===== src/rtl/icw_pkg.sv =====
package icw_pkg;

    localparam int DEF_WHEEL_SLOTS = 32;
    localparam int DEF_MAX_CONN    = 64;

    localparam int ID_W      = 6;
    localparam int NOW_W     = 32;
    localparam int KIND_W    = 2;
    localparam int CNT_W     = 7;
    localparam int S_TDATA_W = 40;
    localparam int M_TDATA_W = 16;

    localparam logic OP_TOUCH = 1'b0;
    localparam logic OP_SWEEP = 1'b1;

    typedef enum logic [KIND_W-1:0] {
        KIND_ADDED     = 2'd0,
        KIND_REFRESHED = 2'd1,
        KIND_EVICTED   = 2'd2,
        KIND_NONE      = 2'd3
    } t_kind;

endpackage


===== src/rtl/icw_rem.sv =====
// remainder of a time by the wheel size through a rounded-up reciprocal:
// split product, then quotient low bits, then value - quotient * size on the low bits
module icw_rem #(
    parameter int WHEEL_SLOTS = icw_pkg::DEF_WHEEL_SLOTS
) (
    input  logic                               i_clk,
    input  logic                               i_rst_n,
    input  logic                               i_start,
    input  logic [icw_pkg::NOW_W-1:0]          i_value,
    output logic                               o_done,
    output logic [$clog2(WHEEL_SLOTS)-1:0]     o_rem
);

    localparam int NW = icw_pkg::NOW_W;
    localparam int SW = $clog2(WHEEL_SLOTS);
    localparam int SH = NW + SW;
    localparam int MW = NW + 1;
    localparam int LW = MW / 2;
    localparam int HW = MW - LW;
    localparam int PW = NW + MW;
    localparam logic [63:0]   P2_SH  = 64'd1 << SH;
    localparam logic [63:0]   DIV_C  = 64'(WHEEL_SLOTS);
    localparam logic [MW-1:0] MAG    = MW'((P2_SH + DIV_C - 64'd1) / DIV_C);
    localparam logic [LW-1:0] MAG_LO = MAG[LW-1:0];
    localparam logic [HW-1:0] MAG_HI = MAG[MW-1:LW];
    localparam logic [SW-1:0] W_LO   = SW'(WHEEL_SLOTS);

    logic [2:0]         r_stage;
    logic               r_done;
    logic [NW-1:0]      r_val;
    logic [NW+LW-1:0]   r_plo;
    logic [NW+HW-1:0]   r_phi;
    logic [SW-1:0]      r_q;
    logic [SW-1:0]      r_rem;
    logic [PW-1:0]      prod;
    logic [SW-1:0]      qw;

    // the remainder is below 2^SW, so only the low bits of the quotient matter
    always_comb begin
        prod = {r_phi, {LW{1'b0}}} + {{HW{1'b0}}, r_plo};
        qw   = r_q * W_LO;
    end

    always_ff @(posedge i_clk) begin
        if (!i_rst_n) begin
            r_stage <= '0;
            r_done  <= 1'b0;
        end else begin
            r_stage <= {r_stage[1:0], i_start};
            r_done  <= r_stage[2];
        end
        if (i_start) begin
            r_val <= i_value;
        end
        r_plo <= {{LW{1'b0}}, r_val} * {{NW{1'b0}}, MAG_LO};
        r_phi <= {{HW{1'b0}}, r_val} * {{NW{1'b0}}, MAG_HI};
        r_q   <= prod[SH+SW-1:SH];
        r_rem <= r_val[SW-1:0] - qw;
    end

    assign o_done = r_done;
    assign o_rem  = r_rem;

endmodule


===== src/rtl/icw_mem.sv =====
module icw_mem #(
    parameter int DEPTH = icw_pkg::DEF_MAX_CONN,
    parameter int WIDTH = icw_pkg::NOW_W
) (
    input  logic                     i_clk,
    input  logic                     i_we,
    input  logic [$clog2(DEPTH)-1:0] i_waddr,
    input  logic [WIDTH-1:0]         i_wdata,
    input  logic                     i_re,
    input  logic [$clog2(DEPTH)-1:0] i_raddr,
    output logic [WIDTH-1:0]         o_rdata
);

    logic [WIDTH-1:0] r_mem [DEPTH];
    logic [WIDTH-1:0] r_rdata;

    always_ff @(posedge i_clk) begin
        if (i_we) begin
            r_mem[i_waddr] <= i_wdata;
        end
        if (i_re) begin
            r_rdata <= r_mem[i_raddr];
        end
    end

    assign o_rdata = r_rdata;

endmodule


===== src/rtl/idle_connection_timing_wheel.sv =====
// channel   dir  tdata (low bit up)                       tuser       tlast
// s_axis    in   conn_id[5:0], now[37:6], pad to 40       operation   -
// m_axis    out  conn_id_out[5:0], evicted_count[12:6]    kind        last
//
// touch and sweep both start with the three-stage reciprocal-multiply remainder unit; a sweep then
// reads one table entry a cycle, unless stalled, through the single read port of the stamp memory.
// the next word is taken in the cycle after the last result is loaded.
// reset clears the present bits and all control; the stamp memory holds
// garbage until written and is only read behind a present bit.
// a full output register stalls the scan only when a second eviction shows up.
module idle_connection_timing_wheel #(
    parameter int WHEEL_SLOTS = icw_pkg::DEF_WHEEL_SLOTS,
    parameter int MAX_CONN    = icw_pkg::DEF_MAX_CONN
) (
    input  logic                            i_clk,
    input  logic                            i_rst_n,
    input  logic                            s_axis_tvalid,
    output logic                            s_axis_tready,
    input  logic [icw_pkg::S_TDATA_W-1:0]   s_axis_tdata,   // conn_id, now, zeros
    input  logic                            s_axis_tuser,   // operation
    output logic                            m_axis_tvalid,
    input  logic                            m_axis_tready,
    output logic [icw_pkg::M_TDATA_W-1:0]   m_axis_tdata,   // conn_id_out, evicted_count, zeros
    output logic [icw_pkg::KIND_W-1:0]      m_axis_tuser,   // kind
    output logic                            m_axis_tlast
);

    localparam int ID_W  = icw_pkg::ID_W;
    localparam int NOW_W = icw_pkg::NOW_W;
    localparam int CNT_W = icw_pkg::CNT_W;
    localparam int AW    = $clog2(MAX_CONN);
    localparam int IW    = AW + 1;
    localparam int SW    = $clog2(WHEEL_SLOTS);
    localparam int DW    = NOW_W + SW;
    localparam int PAD_W = icw_pkg::M_TDATA_W - ID_W - CNT_W;

    typedef enum logic [2:0] {
        S_IDLE,
        S_MOD,
        S_TWR,
        S_SCAN,
        S_FLUSH
    } t_state;

    t_state                 r_state, n_state;
    logic                   r_op, n_op;
    logic [ID_W-1:0]        r_id, n_id;
    logic [NOW_W-1:0]       r_now, n_now;
    logic [SW-1:0]          r_slot, n_slot;
    logic [MAX_CONN-1:0]    r_present, n_present;
    logic [IW-1:0]          r_rd_idx, n_rd_idx;
    logic                   r_d_vld, n_d_vld;
    logic [AW-1:0]          r_d_idx, n_d_idx;
    logic                   r_pend_vld, n_pend_vld;
    logic [ID_W-1:0]        r_pend_id, n_pend_id;
    logic [CNT_W-1:0]       r_pend_cnt, n_pend_cnt;
    logic [CNT_W-1:0]       r_cnt, n_cnt;
    logic                   r_out_vld, n_out_vld;
    icw_pkg::t_kind         r_out_kind, n_out_kind;
    logic [ID_W-1:0]        r_out_id, n_out_id;
    logic [CNT_W-1:0]       r_out_cnt, n_out_cnt;
    logic                   r_out_last, n_out_last;

    logic                   s_acc;
    logic                   in_op;
    logic [ID_W-1:0]        in_id;
    logic [NOW_W-1:0]       in_now;
    logic                   out_free;
    logic                   rem_start;
    logic                   rem_done;
    logic [SW-1:0]          rem_out;
    logic                   mem_we;
    logic                   mem_re;
    logic [DW-1:0]          mem_rdata;
    logic                   hit;
    logic                   evict;
    logic                   stall;
    logic                   adv;

    assign in_op    = s_axis_tuser;
    assign in_id    = s_axis_tdata[ID_W-1:0];
    assign in_now   = s_axis_tdata[ID_W+NOW_W-1:ID_W];
    assign s_acc    = s_axis_tvalid && s_axis_tready;
    assign out_free = !r_out_vld || m_axis_tready;

    icw_rem #(
        .WHEEL_SLOTS (WHEEL_SLOTS)
    ) u_rem (
        .i_clk   (i_clk),
        .i_rst_n (i_rst_n),
        .i_start (rem_start),
        .i_value (in_now),
        .o_done  (rem_done),
        .o_rem   (rem_out)
    );

    icw_mem #(
        .DEPTH (MAX_CONN),
        .WIDTH (DW)
    ) u_mem (
        .i_clk   (i_clk),
        .i_we    (mem_we),
        .i_waddr (r_id[AW-1:0]),
        .i_wdata ({r_now, r_slot}),
        .i_re    (mem_re),
        .i_raddr (r_rd_idx[AW-1:0]),
        .o_rdata (mem_rdata)
    );

    // an entry goes when it sits in this slot and was not touched this very second
    assign hit   = (mem_rdata[SW-1:0] == r_slot) && (mem_rdata[DW-1:SW] != r_now);
    assign evict = r_d_vld && r_present[r_d_idx] && hit;
    // the held eviction can only move on if the output register has room
    assign stall = evict && r_pend_vld && !out_free;
    assign adv   = (r_state == S_SCAN) && !stall;
    assign mem_re = adv && (r_rd_idx != IW'(MAX_CONN));

    always_comb begin
        n_state    = r_state;
        n_op       = r_op;
        n_id       = r_id;
        n_now      = r_now;
        n_slot     = r_slot;
        n_present  = r_present;
        n_rd_idx   = r_rd_idx;
        n_d_vld    = r_d_vld;
        n_d_idx    = r_d_idx;
        n_pend_vld = r_pend_vld;
        n_pend_id  = r_pend_id;
        n_pend_cnt = r_pend_cnt;
        n_cnt      = r_cnt;
        n_out_vld  = r_out_vld && !m_axis_tready;
        n_out_kind = r_out_kind;
        n_out_id   = r_out_id;
        n_out_cnt  = r_out_cnt;
        n_out_last = r_out_last;
        rem_start  = 1'b0;
        mem_we     = 1'b0;

        case (r_state)
            S_IDLE: begin
                if (s_acc) begin
                    n_op  = in_op;
                    n_id  = in_id;
                    n_now = in_now;
                    // touch of an id beyond the table is dropped silently
                    if (!(in_op == icw_pkg::OP_TOUCH &&
                          {1'b0, in_id} >= (ID_W+1)'(MAX_CONN))) begin
                        rem_start = 1'b1;
                        n_state   = S_MOD;
                    end
                end
            end
            S_MOD: begin
                if (rem_done) begin
                    n_slot = rem_out;
                    if (r_op == icw_pkg::OP_TOUCH) begin
                        n_state = S_TWR;
                    end else begin
                        n_rd_idx   = '0;
                        n_d_vld    = 1'b0;
                        n_pend_vld = 1'b0;
                        n_cnt      = '0;
                        n_state    = S_SCAN;
                    end
                end
            end
            S_TWR: begin
                if (out_free) begin
                    mem_we                 = 1'b1;
                    n_present[r_id[AW-1:0]] = 1'b1;
                    n_out_vld  = 1'b1;
                    n_out_kind = r_present[r_id[AW-1:0]] ? icw_pkg::KIND_REFRESHED
                                                         : icw_pkg::KIND_ADDED;
                    n_out_id   = r_id;
                    n_out_cnt  = '0;
                    n_out_last = 1'b1;
                    n_state    = S_IDLE;
                end
            end
            S_SCAN: begin
                if (adv) begin
                    n_d_vld = mem_re;
                    n_d_idx = r_rd_idx[AW-1:0];
                    if (mem_re) begin
                        n_rd_idx = r_rd_idx + 1'b1;
                    end
                    if (evict) begin
                        n_present[r_d_idx] = 1'b0;
                        n_pend_vld = 1'b1;
                        n_pend_id  = ID_W'(r_d_idx);
                        n_pend_cnt = r_cnt + 1'b1;
                        n_cnt      = r_cnt + 1'b1;
                        // a newer eviction exists, so the held one is not last
                        if (r_pend_vld) begin
                            n_out_vld  = 1'b1;
                            n_out_kind = icw_pkg::KIND_EVICTED;
                            n_out_id   = r_pend_id;
                            n_out_cnt  = r_pend_cnt;
                            n_out_last = 1'b0;
                        end
                    end
                    if (!r_d_vld && r_rd_idx == IW'(MAX_CONN)) begin
                        n_state = S_FLUSH;
                    end
                end
            end
            S_FLUSH: begin
                if (out_free) begin
                    n_out_vld  = 1'b1;
                    n_out_last = 1'b1;
                    if (r_pend_vld) begin
                        n_out_kind = icw_pkg::KIND_EVICTED;
                        n_out_id   = r_pend_id;
                        n_out_cnt  = r_pend_cnt;
                    end else begin
                        n_out_kind = icw_pkg::KIND_NONE;
                        n_out_id   = '0;
                        n_out_cnt  = '0;
                    end
                    n_pend_vld = 1'b0;
                    n_state    = S_IDLE;
                end
            end
            default: begin
                n_state = S_IDLE;
            end
        endcase
    end

    always_ff @(posedge i_clk) begin
        if (!i_rst_n) begin
            r_state    <= S_IDLE;
            r_present  <= '0;
            r_d_vld    <= 1'b0;
            r_pend_vld <= 1'b0;
            r_out_vld  <= 1'b0;
            r_rd_idx   <= '0;
            r_cnt      <= '0;
        end else begin
            r_state    <= n_state;
            r_present  <= n_present;
            r_d_vld    <= n_d_vld;
            r_pend_vld <= n_pend_vld;
            r_out_vld  <= n_out_vld;
            r_rd_idx   <= n_rd_idx;
            r_cnt      <= n_cnt;
        end
        r_op       <= n_op;
        r_id       <= n_id;
        r_now      <= n_now;
        r_slot     <= n_slot;
        r_d_idx    <= n_d_idx;
        r_pend_id  <= n_pend_id;
        r_pend_cnt <= n_pend_cnt;
        r_out_kind <= n_out_kind;
        r_out_id   <= n_out_id;
        r_out_cnt  <= n_out_cnt;
        r_out_last <= n_out_last;
    end

    assign s_axis_tready = (r_state == S_IDLE);
    assign m_axis_tvalid = r_out_vld;
    assign m_axis_tdata  = {{PAD_W{1'b0}}, r_out_cnt, r_out_id};
    assign m_axis_tuser  = r_out_kind;
    assign m_axis_tlast  = r_out_last;

endmodule


===== config.mk =====
export PLATFORM = sky130hd
export DESIGN_NAME = idle_connection_timing_wheel
export DESIGN_NICKNAME = d
export VERILOG_FILES = /design/src/rtl/icw_pkg.sv /design/src/rtl/icw_rem.sv /design/src/rtl/icw_mem.sv /design/src/rtl/idle_connection_timing_wheel.sv
export SDC_FILE = /design/constraint.sdc
export NUM_CORES = 2
export LEC_CHECK = 0
export ABC_AREA = 1
export BUFFER_PORTS_ARGS = -buffer_cell sky130_fd_sc_hd__clkbuf_2
export CORE_ASPECT_RATIO = 1.25
export CORE_MARGIN = 4
export CORE_UTILIZATION = 55
export CTS_CLUSTER_DIAMETER = 120
export DETAILED_ROUTE_END_ITERATION = 10
export PLACE_DENSITY = 0.71
export SYNTH_ARGS = -nofsm -noshare
export SYNTH_HDL_FRONTEND = slang
export SYNTH_HIERARCHICAL = 1
export SYNTH_SLANG_ARGS = --single-unit

===== constraint.sdc =====
create_clock -name i_clk -period 6.29 [get_ports i_clk]
set_input_delay 0.3145 -clock i_clk [delete_from_list [all_inputs] [get_ports i_clk]]
set_output_delay 0.3145 -clock i_clk [all_outputs]
set_load 0.01 [all_outputs]

# Word-level counts from Yosys, hierarchy flattened
# Memories as Yosys holds them, arrays and structs flattened. A register that Yosys moved wholly into a read port is not among the register bits.
# Index checks and enable logic that the tools add are counted.
# word_totals
reg_bits	177
ram_bits	2368
inputBits	45
out_inout_bits	21
word_cells	161
memories	1
# classes
add_sub_neg	2
order_cmp	4
n_eq_ne	19
muxes	73
n_bitwise	3
n_reduce_logical	37
# mem_list
memory	depth	width	rd	rd_clocked_by_memory_dff	wr	line	source
u_mem.r_mem	64	37	1	1	1	icw_mem.sv:14	logic [WIDTH-1:0] r_mem [DEPTH];
# ops
op	n
$mux 64	3
$pmux 64 s2	1
$mux 7	12
$and 64x64->64	1
$not 64->64	1
$or 64x64->64	1
$mux 6	6
$ne 32x32->1	1
$pmux 7 s2	2
$mux 1	27
$pmux 7 s3	1
$reduce_and 5->1	4
$pmux 6 s3	1
$mux 3	5
$add 7x1->7 const B	2
$lt 6x7->1 const B	2
$ne 2x2->1 const B	7
$bmux 1 s6	2
$demux 1 s6	2
$ge 6x1->1 const B	2
$logic_and 1x1->1	12
$pmux 3 s4	1
$reduce_and 6->1	2
$mux 2	5
19 further kinds	35

# Longest topological paths before layout
# depth
word_depth	12
depth_mapped	18
mapped_depth_nobuf	16

# Cells and area by module
# Netlist, hierarchy kept.
# modules_own_cells
mod	n_inst	cells_each	area_each_um2	seq_area_each_um2
icw_mem	1	7828	96296.1	72219.3
idle_connection_timing_wheel	1	1370	9596.7	4053.9
icw_rem	1	22	360.3	330.3

# Worst setup path before layout
# OpenSTA, ideal clock, no wires.
# synth_path
kind	reg2reg
from	reg r_state[1]
to	mem u_mem/r_mem[33][0] (netlist bit), enable pin
setup_time_ns	0.524
t_arrival_ns	4.765
required_ns	5.766
path_slack_ns	1.001
path_stages_with_launch	8
path_buffers	1
period_less_slack_ns	5.289
path_cell_list	dfxtp_1 -> inv_1 -> nor2_1 -> nand2_1 -> nor2_1 -> clkbuf_1 -> nand3_1 -> nor4_1
# synth_via
elab_chain_cells	4
# synth_lines
item	line	source
from (decl)	idle_connection_timing_wheel.sv:45	t_state r_state, n_state;
from (signal assigned)	idle_connection_timing_wheel.sv:241	r_state <= n_state;
$eq 3x2->1	idle_connection_timing_wheel.sv:140	case (r_state)
$mux 1	idle_connection_timing_wheel.sv:140	
named net mem_we	idle_connection_timing_wheel.sv:72	logic mem_we;
$mux 1	icw_mem.sv:18	if (i_we) begin
$mux 1 (implied by the code)	icw_mem.sv:19	r_mem[i_waddr] <= i_wdata;
to (decl)	icw_mem.sv:14	
# The timed path passes the listed nets, and every way through them passes these cells.

# Worst setup path after layout
# layout_path
from	reg r_now[24]
to	reg r_present[57]
# layout_via
elab_chain_cells	9
word_cells_on_any_way	10
cone_classes	eq/ne (3); reduce/logical (7)
# layout_lines
item	line	source
from (decl)	idle_connection_timing_wheel.sv:48	logic [NOW_W-1:0] r_now, n_now;
from (signal assigned)	idle_connection_timing_wheel.sv:251	r_now <= n_now;
$ne 32x32->1 (*)	idle_connection_timing_wheel.sv:111	assign hit = (mem_rdata[SW-1:0] == r_slot) && (mem_rdata[DW-1:SW] != r_now);
$logic_and 1x1->1 (*)	idle_connection_timing_wheel.sv:111	
$logic_and 1x1->1 (*)	idle_connection_timing_wheel.sv:112	assign evict = r_d_vld && r_present[r_d_idx] && hit;
$logic_and 1x1->1 (2 in series)	idle_connection_timing_wheel.sv:114	assign stall = evict && r_pend_vld && !out_free;
$logic_not 1->1	idle_connection_timing_wheel.sv:115	assign adv = (r_state == S_SCAN) && !stall;
$logic_and 1x1->1	idle_connection_timing_wheel.sv:115	
$ne 2x2->1 (no line)	--	
$reduce_and 4->1 (no line) (*)	--	
to (signal assigned)	idle_connection_timing_wheel.sv:242	r_present <= n_present;
to (decl)	idle_connection_timing_wheel.sv:50	logic [MAX_CONN-1:0] r_present, n_present;
# Mark *: on every way between the ends. The rest lies on a longest branch, timed or not.
# A chain may end at the register's enable or synchronous reset.

==> run_results.csv <==
group,metric,value,unit
cts,numCtsBuffers,226,
placed_design,place_congestion,0.878,
floorplan,start_util,55.2,%
floorplan,rows,180,
sta,fin_setup_tns,0,ns
cts,clk_latency,0.87,ns
power_and_ir_drop,leakage,0.0408,uW
power_and_ir_drop,ir_drop,320,uV
cells_and_area,final_layout_size_suffix_gt1_share,7.12,%
cts,cts_sinks,2582,
yosys,synth_edf_count,2489,
setup_path,crit_fanout,59,
setup_path,critPathCaptureType,"flip-flop",
placed_design,dp_hpwl,150000,um
run,cap_viol_max_count,0,
setup_path,crit_type,"flip-flop to flip-flop",
cts,clockBufferDepth,3,
sta,tightest_slew,1.29,ns
sta,skew,0.0233,ns
yosys,synth_top_flop_cell,"edfxtp_1",
placed_design,io_buffers,60,
sta,setup_violations,0,
cells_and_area,area_delta_synth_final,9.43,%
cells_and_area,postLayoutCoreUtil,60.5,%
sta,fin_ws,1.95,ns
cts,cts-hold-fix-buffers,41,
floorplan,coreArea,192000,um^2
yosys,yosysWarnings,6,
cts,post_cts_buffers,0,
drt,wl_per_cell,24.5,um
grt,overflow,0,
cts,clkTransAtPathRegs,0.07,ns
yosys,synth.avg_cell_area,11.5,um^2
floorplan,dieArea,200000,um^2
sta,rsz0062_at_grt,"no",
grt,grt_use_total,28.4,%
setup_path,start_kind,"flip-flop",
sta,max_freq,230,MHz
cells_and_area,layout_commonest_cell,"nand2_1",
cts,cts_tree,"built",
power_and_ir_drop,power.total,40900,uW
cts,htree_levels,4,
drt,wl,292000,um
yosys,async_reset_ff_share,0,%
run_status,outcome,"completed",
power_and_ir_drop,power_density,351,nW/um^2
drt,drtPass1Iterations,8,
grt,grt_pass1_wl,430000,um
yosys,seq_area_frac_synth,72.1,%
yosys,ys_ff_latch,2582,
grt,grt_max_degree,193,
sta,hold_ws,0.161,ns
yosys,netlist_area,106000,um^2
setup_path,critPathRequiredTime,7.04,ns
sta,slew_headroom,13.7,%
cells_and_area,layout.nets,9198,
cells_and_area,layout_common_cells,"nand2_1 (2,959), edfxtp_1 (2,489), nand3_1 (2,380)",
yosys,syn_inst,9220,
sta,period_needed,4.34,ns
drt,drc,0,
grt,grt_pass1_vias,69200,
sta,maxSlewViolCount,0,
drt,ant_nets,0,
cells_and_area,filler_cell_count,14600,
drt,vias,72700,
min_path,holdCritPathClass,"input port to flip-flop",
placed_design,pre_cts_ws,2.09,ns
floorplan,ios,66,
drt,vias_per_cell,6.11,
sta,hold_viol,0,
setup_path,worstPathArrival,5.10,ns
grt,antenna_found_initial,11,
floorplan,die_h,499,um
cts,ctsResizeCount,0,
cts,clk_root_buffer_cell,"clkbuf_16",
yosys,ys_types,44,
floorplan,die_x,401,um
drt,first_iter_violations,9821,
sta,finalCritPeriodShare,69.0,%
==> power breakdown <==
group,internal (uW),switching [uW]
logic,1590,5040
clock network,7510,6100
registers,20200,390
==> worst max-delay path, stage by stage (launching register included) <==
cell	delay [ns]
edfxtp_1	0.64
buf_4	0.60
nor2_1	0.11
nor2_1	0.12
nor2_1	0.05
nand2_1	0.10
nor2_1	0.13
nand2_1	0.12
nor2_1	0.05
nor2_1	0.54
and2_4	0.27
or2_4	0.56
buf_4	0.55
nand3_1	0.17
nand2_1	0.11
a21oi_1	0.06
==> synth_stat cells, types with 4 or more instances <==
master	count	area [um^2]
nor4_1	5	31.3
buf_6	78	878
edfxtp_1	2489	74700
a21oi_1	151	756
dfxtp_1	93	1860
o2111ai_1	5	43.8
o21ai_1	5	25.0
o21ai_0	11	55.1
buf_1	50	188
xor2_1	6	52.6
nor3_1	9	45.0
buf_4	51	383
clkbuf_1	115	432
inv_2	8	30.0
buf_2	292	1460
o22ai_1	26	163
a22oi_1	4	30.0
nor3_2	7	70.1
inv_1	192	721
nor2_1	232	871
nand2_1	2959	11100
nand3_1	2380	11900
nand4_1	20	125
==> through the flow <==
step           instance area [um^2]  cells
2_1_floorplan                106000   9222
3_3_place_gp                 109000  11400
3_5_place_dp                 109000  11400
4_1_cts                      116000  11900
5_1_grt                      116000  11900
6_report                     116000  11900
==> per-layer routing <==
layer / up-vias / wire, um / global-route usage [%]
met1: 35400 / 105000 / 36.5
met2: 4251 / 144000 / 48.1
met4: 4 / 13200 / 12.2
met5: - / 26 / 0
li1: 32300 / - / -
met3: 757 / 29300 / 4.56
==> cell families after synthesis <==
family	Yosys count	share of synthesized area [%]
fa+ha+maj	3	0.0353
compound gates	212	1.09
simple gates	5625	22.8
other cells	1	0.00353
flops	2582	72.1
xor+xnor	9	0.0742
buf+inv	788	3.86
==> flip-flops by register name, indices dropped and copies added, names as in the netlist, 2 cells and up <==
register	count
r_out_id	6
r_pend_cnt	7
r_rd_idx	7
u_mem/o_rdata	37
r_cnt	7
u_rem/r_val	5
r_slot	5
r_state	3
r_d_idx	6
r_pend_id	6
r_out_cnt	7
u_rem/o_rem	5
m_axis_tuser	2
r_now	32
r_id	6
r_present	64
u_rem/r_stage	3
u_mem/r_mem	2368
==> path summary, 6_finish.rpt <==
check                                 from                         end  slack, ns  cells past startpoint
hold / removal                     i_rst_n   r_present[5]$_SDFFE_PN0P_       0.16                      4
hold reg to reg   u_rem/r_val[2]$_DFFE_PP_      u_rem/o_rem[2]$_DFF_P_       0.34                      0
setup reg to reg       r_now[24]$_DFFE_PP_  r_present[57]$_SDFFE_PN0P_       1.95                     15
setup / recovery       r_now[24]$_DFFE_PP_  r_present[57]$_SDFFE_PN0P_       1.95                     15
==> area by class of cell <==
| class | instances | area [um^2] | share of cell area, % |
|---|---|---|---|
| inverter | 202 | 796 | 0.684 |
| timing repair buffer | 286 | 2390 | 2.06 |
| tap | 2548 | 3190 | 2.74 |
| clock buffer | 277 | 5970 | 5.14 |
| sequential | 2582 | 76600 | 65.9 |
| clock inverter | 143 | 1240 | 1.06 |
| antenna | 7 | 17.5 | 0.0151 |
| multi-input combinational | 5852 | 26000 | 22.4 |
No activity file was read; power rests on OpenSTA's default activity.
